<file path="config.mk">
export PLATFORM = sky130hd
export DESIGN_NAME = pidfr_div
export DESIGN_NICKNAME = d
export VERILOG_FILES = /design/src/rtl/pidfr_pkg.sv /design/src/rtl/pidfr_div.sv
export SDC_FILE = /design/constraint.sdc
export NUM_CORES = 1
export LEC_CHECK = 0
export ABC_AREA = 1
export BUFFER_PORTS_ARGS = -buffer_cell sky130_fd_sc_hd__buf_2
export CAP_MARGIN = 20
export CORE_UTILIZATION = 40
export DETAILED_ROUTE_END_ITERATION = 8
export MAX_ROUTING_LAYER = met4
export RECOVER_POWER = 25
export SYNTH_ARGS = -nofsm -noshare
export SYNTH_HDL_FRONTEND = slang
export SYNTH_SLANG_ARGS = --single-unit
</file>
<file path="constraint.sdc">
create_clock -name clk -period 18 [get_ports clk]
set_clock_uncertainty 0.1 [all_clocks]
set_input_delay 3.6 -clock clk [delete_from_list [all_inputs] [get_ports clk]]
set_output_delay 3.6 -clock clk [all_outputs]
set_load 0.05 [all_outputs]
</file>
<file path="src/rtl/pidfr_pkg.sv">
// shared types, register indexes and saturation helpers of the pid regulator
package pidfr_pkg;

  // sequencer states
  typedef enum logic [3:0] {
    ST_IDLE,
    ST_ERR,
    ST_MUL_INT,
    ST_INT,
    ST_DIV_WAIT,
    ST_MUL_FILT,
    ST_FILT,
    ST_MUL_P,
    ST_ACC_P,
    ST_ACC_I,
    ST_ACC_D,
    ST_OUT
  } pidfr_state_t;

  // register indexes on the configuration port
  typedef enum logic [2:0] {
    REG_GAIN_P     = 3'd0,
    REG_GAIN_I     = 3'd1,
    REG_GAIN_D     = 3'd2,
    REG_OUT_LIMIT  = 3'd3,
    REG_INT_LIMIT  = 3'd4,
    REG_SEP_LIMIT  = 3'd5,
    REG_ALPHA      = 3'd6,
    REG_RAMP_LIMIT = 3'd7
  } pidfr_reg_t;

  localparam int WIDE_W = 72;

  // saturate a wide signed value to the signed 32-bit range
  function automatic logic signed [31:0] sat32(input logic signed [WIDE_W-1:0] v);
    logic signed [WIDE_W-1:0] hi;
    logic signed [WIDE_W-1:0] lo;
    hi = WIDE_W'(64'sh0000_0000_7FFF_FFFF);
    lo = -WIDE_W'(64'sh0000_0000_8000_0000);
    if (v > hi) return 32'sh7FFF_FFFF;
    if (v < lo) return 32'sh8000_0000;
    return v[31:0];
  endfunction

  // clamp to plus or minus a non-negative limit
  function automatic logic signed [32:0] clampsym(input logic signed [32:0] v,
                                                   input logic [30:0] lim);
    logic signed [32:0] pos;
    pos = $signed({2'b00, lim});
    if (v > pos) return pos;
    if (v < -pos) return -pos;
    return v;
  endfunction

endpackage

</file>
<file path="src/rtl/pidfr_div.sv">
// restoring divider: delta scaled by one, over a positive time step, toward zero
module pidfr_div #(
  parameter int FRAC_BITS = 16
) (
  input  logic               clk,
  input  logic               rst,
  input  logic               start,
  input  logic signed [31:0] num,
  input  logic        [31:0] den,
  output logic               busy,
  output logic               done,
  output logic signed [31:0] quo
);
  localparam int N  = 32 + FRAC_BITS;
  localparam int CW = $clog2(N + 1);

  logic [N-1:0]  dvd;
  logic [N-1:0]  q;
  logic [31:0]   rem;
  logic [CW-1:0] cnt;
  logic          neg;
  logic [31:0]   trial;
  logic          fits;
  logic [31:0]   mag;

  assign mag   = num[31] ? 32'(-num) : 32'(num);
  assign trial = {rem[30:0], dvd[N-1]};
  assign fits  = trial >= den;

  // one quotient bit a cycle, most significant first
  always_ff @(posedge clk) begin
    if (rst) begin
      busy <= 1'b0;
      done <= 1'b0;
      cnt  <= '0;
    end else begin
      done <= 1'b0;
      if (start) begin
        busy <= 1'b1;
        cnt  <= '0;
        dvd  <= {mag, FRAC_BITS'(0)};
        rem  <= '0;
        q    <= '0;
        neg  <= num[31];
      end else if (busy) begin
        rem <= fits ? trial - den : trial;
        q   <= {q[N-2:0], fits};
        dvd <= {dvd[N-2:0], 1'b0};
        cnt <= cnt + 1'b1;
        if (cnt == CW'(N - 1)) begin
          busy <= 1'b0;
          done <= 1'b1;
        end
      end
    end
  end

  // signed, saturated quotient
  always_comb begin
    logic signed [N:0] sq;
    sq  = neg ? -$signed({1'b0, q}) : $signed({1'b0, q});
    quo = pidfr_pkg::sat32(pidfr_pkg::WIDE_W'(sq));
  end

endmodule

</file>
Word-level counts from Yosys, hierarchy flattened --
Cells that the tools add are included.
Operators by class: $add $sub $neg 4, order comparisons 3, equal/unequal tests 1, muxes and demuxes 18, bitwise logic cells 2, reduce and logical (&&, ||, !) cells 5
Operator list (number):
- 32-bit 2-to-1 mux | 5
- 48-bit 2-to-1 mux | 3
- 31-bit 2-to-1 mux | 2
- 49-bit by 32-bit greater-than comparator with 1-bit output, second input constant | 1
- 49-bit by 32-bit < comparator with 1-bit output, second input constant | 1
- 49-bit 2-to-1 mux | 1
- 48-bit negation with 49-bit output | 1
- 32-bit >= comparator | 1
- 32-bit negation | 1
- 31-bit subtractor | 1
- 1-bit 2-to-1 mux | 7
- 6-bit by 1-bit adder with 6-bit output, second input constant | 1
- 6-bit == test, second input constant | 1
- 2-bit AND reduction | 2
- 3-bit OR reduction | 1
- 1-bit inverter | 2
- 2-bit nonzero test | 1
- 2-bit OR reduction | 1
Storage, ports and cells: bits in registers 135, input port bits 67, output and inout bits 34, logic and storage cells 41

Longest topological paths before layout --
Gate-level depths: netlist (run 1).
word-level depth 7, mapped depth 18, mapped depth without buffers 17

Worst setup path before layout (run 1) --
OpenSTA, ideal clock, no wires.
path type input-to-reg, start input start, end register dvd[16], enable pin, setup time 0.620 ns, data arrival time 9.358 ns, data required time 17.280 ns, slack 7.921 ns, cell stages on the path 3, path buffers 1, cell sequence clkinv_1 > clkbuf_1 > a21oi_1
On the way: word-level cells in the longest chain between the ends 2
Ends and longest elaborated chain:
- from (decl) | RTL line pidfr_div.sv:7 | input logic start,
- 2-bit nonzero test (no line)
- 2-bit AND reduction (no line)
- to (signal assigned) | RTL line pidfr_div.sv:41 | dvd <= {mag, FRAC_BITS'(0)};
- to (signal assigned) | RTL line pidfr_div.sv:48 | dvd <= {dvd[N-2:0], 1'b0};
- to (decl) | RTL line pidfr_div.sv:17 | logic [N-1:0] dvd;
No other way between the ends. A chain may end at the register's enable or synchronous reset.

Worst setup path after layout (run 1) --
start input start, end register dvd[23], data pin
On the way: word-level cells in the longest chain between the ends 1
Ends and longest elaborated chain:
- 48-bit 2-to-1 mux | RTL line pidfr_div.sv:38 | if (start) begin
No other way between the ends.

==> results of run 1 <==
[worst max-delay path by stage]
stage	endpoint	startpoint	slack [ns]
final	dvd[23]	start	9.99
after global routing	dvd[23]	start	9.32
after CTS	quo[3]	q[0]	11.06
after detailed placement	rem[24]	den[3]	11.28
after global placement	rem[6]	den[7]	11.42
after floorplan	dvd[16]	start	7.92
[cell usage in the layout (no fill, tap or decap), drive strengths merged, types with 8 or more instances in the layout]
cell type / instances
a21oi: 81
a31oi: 10
buf: 101
clkbuf: 22
dfxtp: 8
edfxtp: 112
ha: 35
inv: 165
nand2: 336
nand3: 56
nand4: 24
nor2: 232
nor3: 11
o21ai: 99
xnor2: 20
xor2: 57
[through the flow]
stage                     power, uW  instance area (um^2)  setup slack, ns  std cells
after floorplan               522.7                  9288            7.921       1305
after global placement        574.9                 10010            11.42       1660
after detailed placement      577.2                 10010            11.28       1660
after CTS                     958.9                 10650            11.06       1692
after global routing           1001                 10660            9.318       1693
final                         955.3                 10670            9.992       1694
[flip-flops by register name, summed over array words and instances (netlist names)]
name  flops
busy      1
cnt       6
done      1
dvd      32
neg       1
q        48
rem      31
[cells by family (layout without fill, tap and decap cells)]
| kind of cell | count (synthesis) | in the layout |
|---|---|---|
| and+or+nand+nor | 668 | 668 |
| AOI/OAI and AO/OA | 209 | 209 |
| buffers and inverters | 195 | 298 |
| DFF | 120 | 120 |
| xor gates and xnor gates | 77 | 77 |
| adders and majority gates | 36 | 36 |
| other | 0 | 1 |
[cell type report]
| class | count | area (um^2) | area share |
|---|---|---|---|
| clock buffer | 17 | 425.4 | 0.03988 |
| timing repair buffer | 106 | 554.3 | 0.05196 |
| inverter | 160 | 600.6 | 0.05630 |
| sequential | 120 | 3523 | 0.3303 |
| tap | 285 | 356.6 | 0.03343 |
| clock inverter | 15 | 212.7 | 0.01994 |
| multi-input combinational | 990 | 4991 | 0.4679 |
| antenna | 1 | 2.502 | 0.0002346 |
[per-layer routing]
layer	track usage	vias up	share of wire	wire length, um
li1	-	4458	-	-
met1	0.2883	3890	0.50	11760
met2	0.3188	219	0.44	10400
met3	0.03362	26	0.052	1224
met4	0.05893	0	0.014	335
met5	-	-	0	0
[critical path: cells and delay by family]
family,cells,cell delay (ns)
buf+inv,4,3.79
simple gates,1,0.40
compound gates,1,0.13
[power groups by stage]
| stage | registers (uW) | clock network, uW | logic [uW] |
|---|---|---|---|
| 2_1_floorplan | 348 | 0 | 175 |
| 3_3_place_gp | 349 | 0 | 226 |
| 3_5_place_dp | 349 | 0 | 229 |
| 4_1_cts | 343 | 386 | 229 |
| 5_1_grt | 346 | 396 | 260 |
| 6_report | 343 | 380 | 232 |
==> impl_metrics.csv, run 1 <==
group,metric,value,unit
worst_setup_path,crit_arrival,7.97,ns
synthesis,netlist.area_leader.share,0.3621,
route,viasPerCell,5.073,
synthesis,postSynthAreaPerCell,7.117,um^2
worst_setup_path,worstReg2RegEnd,"rem[20]",
route,drt_drc_violations_left,0,
synthesis,yosys-mux-area-fraction,0,
synthesis,synth_seq_area_share,0.3794,
layout,post_route_cells_drive_above_1_share,0.1101,
run,max_cap_violations,2,
synthesis,synthCells,1305,
sta,timing_max_transition_violations_final,148,
pwr,comb_power_share,0.243,
worst_setup_path,timing.critical_path.fanout_max,79,
grt,grt_max_degree,80,
min_path,hold_depth,2,
route,route.final.wire_length,23.72,mm
cts,clk_pin_slew,0.06,ns
layout,final_core_utilization,0.4697,
sta,worst_hold_slack,0.3937,ns
pwr,worst_ir_drop_vdd,0.05618,mV
sta,rsz0062_at_grt,"false",
die,std_cell_rows,55,
worst_setup_path,worst_ep_required_time,17.96,ns
synthesis,post_synth_and_or_nand_nor_area_fraction,0.2929,
grt,grt_first_pass_wirelength,38.90,mm
placement,io_buffers,100,
status,outcome,"finished, violations left",
synthesis,synth.cell_area,0.009288,mm^2
cts,htreeDepth,4,
synthesis,synth_edf_count,112,
cts,postCtsHoldBufs,0,
layout,fillCellCount,2363,
pwr,p_switching,314.9,uW
worst_setup_path,startpoint_type,"primary input",
worst_setup_path,critical_path.cell_chain,"buf_2 > clkbuf_1 > inv_1 > clkbuf_1 > nand2_1 > o21ai_0",
min_path,min_path_type,"reg -> reg",
pwr,p_sw_frac,0.3296,
synthesis,yosysMostFrequentCell,"nand2_1",
cts,cts_made_buffers,17,
layout,area_delta_synth_final,14.85,%
worst_setup_path,worstSetupPathType,"in -> reg",
die,die-width,154.4,um
grt,grt-ovfl-total,0,
grt,grtUsageTotal,0.2097,
die,floorplan.io_pins,101,
cts,tritoncts,"done",
synthesis,synth_fp_nets,1408,
layout,nets,1498,
synthesis,synth_xor_xnor_area_share,0.07261,
synthesis,primary_ff_master_synth,"edfxtp_1",
die,starting_density_of_the_core,0.4090,
min_path,worst_hold_path.endpoint,"cnt[2]",
placement,dp.final_hpwl,17.42,mm
cts,clockBufferDepth,2,
sta,fmax,124.9,MHz
sta,slew-limit-headroom,-1.051,
sta,finalWorstPathRequiredPeriod,8.008,ns
die,fp.dieArea,0.02383,mm^2
synthesis,ys.warnings.count,0,
synthesis,share_of_synthesized_registers_carrying_an_async_set_or_reset,0,
worst_setup_path,worst_path_most_repeated_cell,"clkbuf_1",
synthesis,synth_compound_area_frac,0.1208,
cts,cts_setup_buffers,0,
cts,ctsResizeCount,0,
worst_setup_path,rr_worst_depth,12,
sta,fin_setup_tns,0,ns
die,core_area,0.02271,mm^2
worst_setup_path,critical-path-slowest-cell,"clkbuf_1",
status,violations,"capacitance limit, slew limit",
worst_setup_path,crit-reg2reg-launch,"rem[2]",
sta,actual_transition_at_the_worst_max_transition_pin,3.077,ns
cts,tritoncts_num_sinks,120,
synthesis,post_synth_fa_ha_maj_area_fraction,0.04931,
pwr,p_int,640.4,uW
pwr,pwr-share-clk,0.398,
sta,final_hold_vio_count,0,
worst_setup_path,r2r_slack,14.83,ns
synthesis,synth.lib_cells_used.distinct,42,
grt,antenna_found_initial,0,
route,detailroute.via_count,8593,
synthesis,ys_top_cells_by_area,"edfxtp_1 (36%), nand2_1 (13%), nor2_1 (9.2%)",
synthesis,post_synth_most_frequent_cells,"nand2_1 (329), nor2_1 (228), inv_1 (156), edfxtp_1 (112), o21ai_0 (90)",
synthesis,synth_area_leader_cell,"edfxtp_1",
pwr,powerDensity,89.56,mW/mm^2
pwr,cellLeakagePower,0.004831,uW
cts,cts.root.buffer_cell,"clkbuf_16",
placement,gp_routability_congestion,0.9293,
synthesis,postSynthRegisterBits,120,
min_path,hold_path_startpoint,"cnt[2]",
pwr,p_seq_frac,0.359,
sta,period_utilization_post_route,0.4449,
route,drt_iter0_markers,694,
cts,clk_latency,0.43,ns
sta,setup_violations,0,
die,floorplan.die.height,154.4,um
route,detail-route-antenna-nets,0,
route,drt_first_pass_iters,5,
worst_setup_path,cp-end-kind,"flop",
worst_setup_path,cpPeakStageDelay,2.14,ns
synthesis,main_combinational_cell_family_by_area_after_synthesis,"simple AND/OR/NAND/NOR gates",
route,wl_cell,14.00,um
grt,number_of_global_route_vias_before_repair,7845,
Note: power is estimated with default switching activity, not from simulation.
==> run 2, diff against run 1 <==
--- a/config.mk
+++ b/config.mk
@@ -5,7 +5,7 @@
 export SDC_FILE = /design/constraint.sdc
 export NUM_CORES = 1
 export LEC_CHECK = 0
-export ABC_AREA = 1
+export ABC_AREA = 0
 export BUFFER_PORTS_ARGS = -buffer_cell sky130_fd_sc_hd__buf_2
 export CAP_MARGIN = 20
 export CORE_UTILIZATION = 40
==> constraint.sdc (replaced) <==
create_clock -name clk -period 8.35 [get_ports clk]
set_clock_uncertainty 0.1 [all_clocks]
set_input_delay 1.67 -clock clk [delete_from_list [all_inputs] [get_ports clk]]
set_output_delay 1.67 -clock clk [all_outputs]
set_load 0.05 [all_outputs]
==> run 2 against run 1 <==
Net effect: global-route usage decreased by 0.43 points; the run still ends with capacitance limit, slew limit left; wire length decreased by 2.7%; final cell count decreased by 14%; synthesized area increased by 0.69%; first-iteration DRC count decreased by 24%; clock power increased by 110%; sequential share of layout area increased by 0.097 points; via count decreased by 5.7%; combinational power increased by 110%.
==> impl_metrics.csv, run 2 <==
group,metric,value,unit
synthesis,postSynthAreaPerCell,8.723,um^2
route,route.final.wire_length,23.09,mm
layout,largest-register,"q",
status,outcome,"finished, violations left",
sta,timing_max_transition_violations_final,148,
worst_setup_path,worstSetupPathType,"reg -> out",
route,drt_drc_violations_left,0,
cts,cts.root.buffer_cell,"clkbuf_16",
synthesis,post_synth_and_or_nand_nor_area_fraction,0.2249,
pwr,worst_ir_drop_vdd,0.1128,mV
die,die-width,154.9,um
cts,cts_made_buffers,17,
layout,layout_common_cells,"edfxtp_1 (112), nor2_1 (102), buf_2 (96), nand2_1 (84), a21oi_1 (80)",
placement,preCtsSetupSlack,1.709,ns
layout,final_common_cell,"edfxtp_1",
synthesis,synth_compound_area_frac,0.1947,
worst_setup_path,rr_worst_depth,12,
placement,placedCellCount,1425,
die,starting_density_of_the_core,0.4105,
synthesis,synthCells,1072,
cts,clk_pin_slew,0.06,ns
grt,grt_max_degree,95,
layout,reg.largest.list,"q (48), dvd (32), rem (31)",
grt,grtUsageTotal,0.2054,
cts,tritoncts,"done",
placement,io_buffers,100,
die,std_cell_rows,55,
layout,instances_no_fill,1460,
synthesis,synth.cell_area,0.009351,mm^2
synthesis,postSynthRegisterBits,120,
placement,dp.final_hpwl,16.31,mm
synthesis,post_synth_most_frequent_cells,"edfxtp_1 (112), nor2_1 (102), nand2_1 (84), a21oi_1 (80), xor2_1 (64)",
grt,grt_first_pass_wirelength,38.58,mm
route,detailroute.via_count,8104,
sta,actual_transition_at_the_worst_max_transition_pin,3.760,ns
sta,setup_violations,0,
pwr,powerDensity,190.0,mW/mm^2
route,drt_iter0_markers,530,
worst_setup_path,critical_path.startpoint,"q[6]",
synthesis,ys_top_cells_by_area,"edfxtp_1 (36%), xor2_1 (6.0%), ha_1 (4.7%)",
synthesis,synth_fp_nets,1175,
layout,nets,1234,
synthesis,synth_xor_xnor_area_share,0.09553,
cts,clockBufferDepth,2,
min_path,min_path_type,"reg -> reg",
sta,fin_setup_tns,0,ns
route,detail-route-antenna-nets,0,
layout,area_delta_synth_final,13.73,%
cts,tritoncts_num_sinks,120,
synthesis,main_combinational_cell_family_by_area_after_synthesis,"simple AND/OR/NAND/NOR gates",
sta,rsz0062_at_grt,"false",
synthesis,post_synth_fa_ha_maj_area_fraction,0.04897,
pwr,totalPowerFinal,2021,uW
pwr,cellLeakagePower,0.004086,uW
min_path,hold_path_startpoint,"cnt[5]",
run,max_cap_violations,2,
cts,postCtsHoldBufs,0,
worst_setup_path,crit-reg2reg-launch,"dvd[47]",
route,drt_first_pass_iters,5,
cts,htreeDepth,4,
route,wl_cell,15.81,um
synthesis,synth_seq_area_share,0.3768,
worst_setup_path,worst_ep_required_time,6.58,ns
synthesis,yosysMostFrequentCell,"edfxtp_1",
worst_setup_path,cp-end-kind,"output pin",
sta,final_hold_vio_count,0,
synthesis,netlist.area_leader.share,0.3596,
die,floorplan.io_pins,101,
grt,antenna_found_initial,3,
placement,gp_routability_congestion,0.9422,
cts,clk_latency,0.42,ns
worst_setup_path,crit_arrival,5.36,ns
cts,ctsResizeCount,0,
sta,worst_hold_slack,0.3933,ns
worst_setup_path,worstReg2RegEnd,"rem[30]",
synthesis,ys.warnings.count,0,
status,violations,"capacitance limit, slew limit",
synthesis,synth_area_leader_cell,"edfxtp_1",
grt,number_of_global_route_vias_before_repair,7625,
cts,cts_setup_buffers,0,
die,floorplan.die.height,154.9,um
worst_setup_path,r2r_slack,4.28,ns
worst_setup_path,startpoint_type,"flop",
sta,slew-limit-headroom,-1.506,
synthesis,yosys-mux-area-fraction,0.006556,
route,viasPerCell,5.551,
synthesis,primary_ff_master_synth,"edfxtp_1",
layout,post_route_cells_drive_above_1_share,0.1407,
sta,period_utilization_post_route,0.8545,
grt,grt-ovfl-total,0,
layout,fillCellCount,2260,
die,core_area,0.02278,mm^2
synthesis,share_of_synthesized_registers_carrying_an_async_set_or_reset,0,
sta,fmax,140.2,MHz
worst_setup_path,timing.critical_path.fanout_max,19,
synthesis,synth.lib_cells_used.distinct,74,
synthesis,synth_edf_count,112,
sta,finalWorstPathRequiredPeriod,7.135,ns
min_path,hold_depth,2,
min_path,worst_hold_path.endpoint,"cnt[5]",
die,fp.dieArea,0.02399,mm^2
layout,max_reg_flops,48,
sta,timing.final.ws_setup,1.215,ns
-- run 2: cell types whose count changed in the layout (fill, tap and decap cells not counted), sizes merged, moves of 15 or more --
| cell | delta |
|---|---|
| o21ai | -40 |
| nor2 | -130 |
| xnor2 | +18 |
| a211oi | +16 |
| nor2b | +48 |
| nand2 | -252 |
| nand3 | -38 |
| o41ai | +15 |
| inv | -98 |
| nor3 | +26 |
| or3 | +21 |
| o31ai | +21 |
-- run 2: metal layers --
metal | track usage | vias up | wire length (um)
li1 | - | 4052 | -
met1 | 0.2809 | 3819 | 11430
met2 | 0.3095 | 212 | 10280
met3 | 0.04123 | 21 | 1170
met4 | 0.05328 | 0 | 216
met5 | - | - | 0
-- run 2: cells by family after synthesis --
kind of cell,Yosys count
AOI/OAI and AO/OA,279
DFF,120
adders and majority gates,36
buffers and inverters,123
muxes,6
xor gates and xnor gates,102
and+or+nand+nor,406
-- run 2: stage by stage --
stage               cell area (um^2)  utilization
floorplan                       9351            -
detailed placement             10020       0.4399
global placement               10020       0.4399
CTS                            10650       0.4674
global route                   10640       0.4669
finish                         10640       0.4669
-- run 2: final cells by class --
type / instances / area (um^2) / area share
Multi-Input combinational cell: 829 / 5340 / 0.5021
Sequential cell: 120 / 3523 / 0.3313
Timing Repair Buffer: 105 / 529.3 / 0.04976
Clock buffer: 17 / 425.4 / 0.04000
Tap cell: 313 / 391.6 / 0.03682
Inverter: 58 / 217.7 / 0.02047
Clock inverter: 15 / 200.2 / 0.01882
Antenna cell: 3 / 7.507 / 0.0007059
-- run 2: worst max path at each step --
stage / depth (start not counted) / endpoint
2_1_floorplan: 4 / dvd[16]
3_3_place_gp: 10 / quo[17]
3_5_place_dp: 10 / quo[6]
4_1_cts: 10 / quo[6]
5_1_grt: 10 / quo[6]
6_report: 10 / quo[6]
-- run 2: power breakdown --
part	leakage, uW	internal, uW	total [uW]	switching [uW]
Clock	0.000308	482	796	314
Combinational	0.00263	177	477	300
Sequential	0.00115	713	748	35.6
-- run 2: worst max-delay path, cell delays in order (launching register included) --
cell and delay (ns):
edfxtp_1 0.49, or3_1 0.57, or3_1 0.59, or4_1 0.66, o41ai_1 0.34, xor2_1 0.14, or4_1 0.54, or4_1 0.64
and2_1 0.45, nor3_2 0.23, buf_2 0.28
==> run 3, diff against run 2 <==
--- a/config.mk
+++ b/config.mk
@@ -5,7 +5,7 @@
 export SDC_FILE = /design/constraint.sdc
 export NUM_CORES = 1
 export LEC_CHECK = 0
-export ABC_AREA = 0
+export ABC_AREA = 1
 export BUFFER_PORTS_ARGS = -buffer_cell sky130_fd_sc_hd__buf_2
 export CAP_MARGIN = 20
 export CORE_UTILIZATION = 40
==> run 3 against run 2 <==
Net effect: the run still ends with capacitance limit, slew limit left; die area decreased by 0.67%; critical path depth is 4 lower; fmax rose by 18%; worst hold slack worse by 0.010 ns; via count up 5.4%; core utilization is 0.064 points higher; setup slack improved by 1.1 ns; combinational power rose by 4.8%; total power is 0.99% lower; cell area shrank 0.16%; first-iteration DRC count up 11%; non-clock buffer count up 1.
==> impl_metrics.csv, run 3 (synthesis results as in run 1) <==
group,metric,value,unit
layout,final_core_utilization,0.4675,
cts,clk_latency,0.43,ns
sta,actual_transition_at_the_worst_max_transition_pin,3.009,ns
layout,area_delta_synth_final,14.32,%
cts,htreeDepth,4,
die,die-width,154.4,um
layout,final_common_cell,"nand2_1",
die,floorplan.io_pins,101,
min_path,min_path_type,"reg -> reg",
cts,cts_made_buffers,17,
die,core_area,0.02271,mm^2
worst_setup_path,worst_ep_required_time,8.31,ns
placement,post_dp_cell_area,0.01001,mm^2
grt,grtUsageTotal,0.2097,
worst_setup_path,worstReg2RegEnd,"rem[20]",
worst_setup_path,crit_arrival,5.99,ns
route,dr_wl_met3,1.188,mm
layout,largest-register,"q",
pwr,powerDensity,188.5,mW/mm^2
cts,cts_setup_buffers,0,
route,drt_first_pass_iters,5,
layout,fillCellCount,2377,
cts,clockBufferDepth,2,
pwr,worst_ir_drop_vdd,0.1413,mV
sta,fin_setup_tns,0,ns
sta,final_hold_vio_count,0,
die,fp.dieArea,0.02383,mm^2
route,wl_cell,13.90,um
layout,reg.largest.list,"q (48), dvd (32), rem (31)",
layout,layout_common_cells,"nand2_1 (329), nor2_1 (228), inv_1 (157), edfxtp_1 (112), buf_2 (97)",
min_path,hold_depth,2,
sta,fmax,165.8,MHz
placement,io_buffers,100,
cts,tritoncts,"done",
route,drt_drc_violations_left,0,
grt,number_of_global_route_vias_before_repair,7952,
sta,finalWorstPathRequiredPeriod,6.030,ns
route,viasPerCell,5.040,
route,detailroute.via_count,8538,
cts,ctsResizeCount,0,
worst_setup_path,cp-end-kind,"flop",
route,top_signal_layer_used,"met4",
placement,dp.final_hpwl,17.39,mm
sta,setup_violations,0,
layout,nets,1498,
min_path,worst_hold_path.endpoint,"cnt[1]",
grt,grt-ovfl-total,0,
worst_setup_path,crit-reg2reg-launch,"rem[2]",
route,route.final.wire_length,23.55,mm
cts,cts.root.buffer_cell,"clkbuf_16",
worst_setup_path,rr_worst_depth,12,
placement,gp_routability_congestion,0.9175,
route,wl_met1,11.66,mm
grt,grt_max_degree,80,
cts,clk_pin_slew,0.07,ns
worst_setup_path,r2r_slack,5.17,ns
cts,tritoncts_num_sinks,120,
grt,antenna_found_initial,0,
die,floorplan.die.height,154.4,um
layout,post_route_cells_drive_above_1_share,0.1094,
run,max_cap_violations,2,
status,violations,"capacitance limit, slew limit",
sta,slew-limit-headroom,-1.006,
route,met2RoutedLength,10.42,mm
cts,postCtsHoldBufs,0,
route,drt_iter0_markers,587,
pwr,cellLeakagePower,0.004805,uW
sta,period_utilization_post_route,0.7221,
die,starting_density_of_the_core,0.4090,
layout,layout.cell_area.non_filler,0.01062,mm^2
grt,grt_first_pass_wirelength,38.72,mm
layout,max_reg_flops,48,
status,outcome,"finished, violations left",
worst_setup_path,timing.critical_path.fanout_max,79,
route,detail-route-antenna-nets,0,
worst_setup_path,startpoint_type,"primary input",
sta,timing_max_transition_violations_final,148,
worst_setup_path,worstSetupPathType,"in -> reg",
min_path,hold_path_startpoint,"cnt[1]",
die,std_cell_rows,55,
sta,rsz0062_at_grt,"false",
-- run 3: cell types whose count changed in the layout (fill, tap and decap cells not counted), moves of 24 or more --
cell	previous run	this run
nor2_1	102	228
inv_1	58	157
nor3_1	35	11
nand3_1	17	54
nand2_1	84	329
nor2b_1	48	0
o21ai_0	39	90
-- run 3: layout make-up --
class / count / area, um^2 / area share
antenna: 1 / 2.502 / 0.0002357
clock buffer: 17 / 425.4 / 0.04007
clock inverter: 15 / 163.9 / 0.01544
inverter: 160 / 600.6 / 0.05656
multi-input combinational: 990 / 4991 / 0.4701
sequential: 120 / 3523 / 0.3318
tap: 285 / 356.6 / 0.03358
timing repair buffer: 106 / 554.3 / 0.05220
-- run 3: how the worst max path moves through the flow --
stage / startpoint / endpoint / slack (ns) / cells after the start
after floorplan: start / dvd[16] / 0.20 / 3
after global placement: den[7] / rem[6] / 3.70 / 12
after detailed placement: den[3] / rem[23] / 3.54 / 12
after CTS: q[0] / quo[17] / 3.29 / 17
after global routing: start / rem[24] / 1.67 / 6
final: start / dvd[36] / 2.32 / 6
-- run 3: per-stage QoR --
step | setup WS (ns) | hold slack [ns] | cells | power (uW)
after floorplan | 0.2011 | 0.3542 | 1305 | 1127
after global placement | 3.698 | 0.3701 | 1660 | 1240
after detailed placement | 3.536 | 0.3757 | 1660 | 1244
after CTS | 3.289 | 0.3839 | 1692 | 2008
after global routing | 1.671 | 0.4139 | 1693 | 2099
final | 2.320 | 0.3829 | 1694 | 2001
-- run 3: layer usage --
metal,GRT usage,vias to the layer above
met2,0.3314,228
met3,0.03250,20
li1,-,4455
met4,0.06271,0
met5,-,-
met1,0.2775,3835
-- run 3: where the power goes --
group | internal, uW | switching [uW]
logic | 160 | 339
clock network | 446 | 316
registers | 713 | 26.6
-- run 3: critical path, stage by stage --
cell      delay (ns)
buf_2           0.07
clkbuf_1        2.09
inv_1           0.38
clkbuf_1        1.23
nand2_1         0.34
o21ai_0         0.14
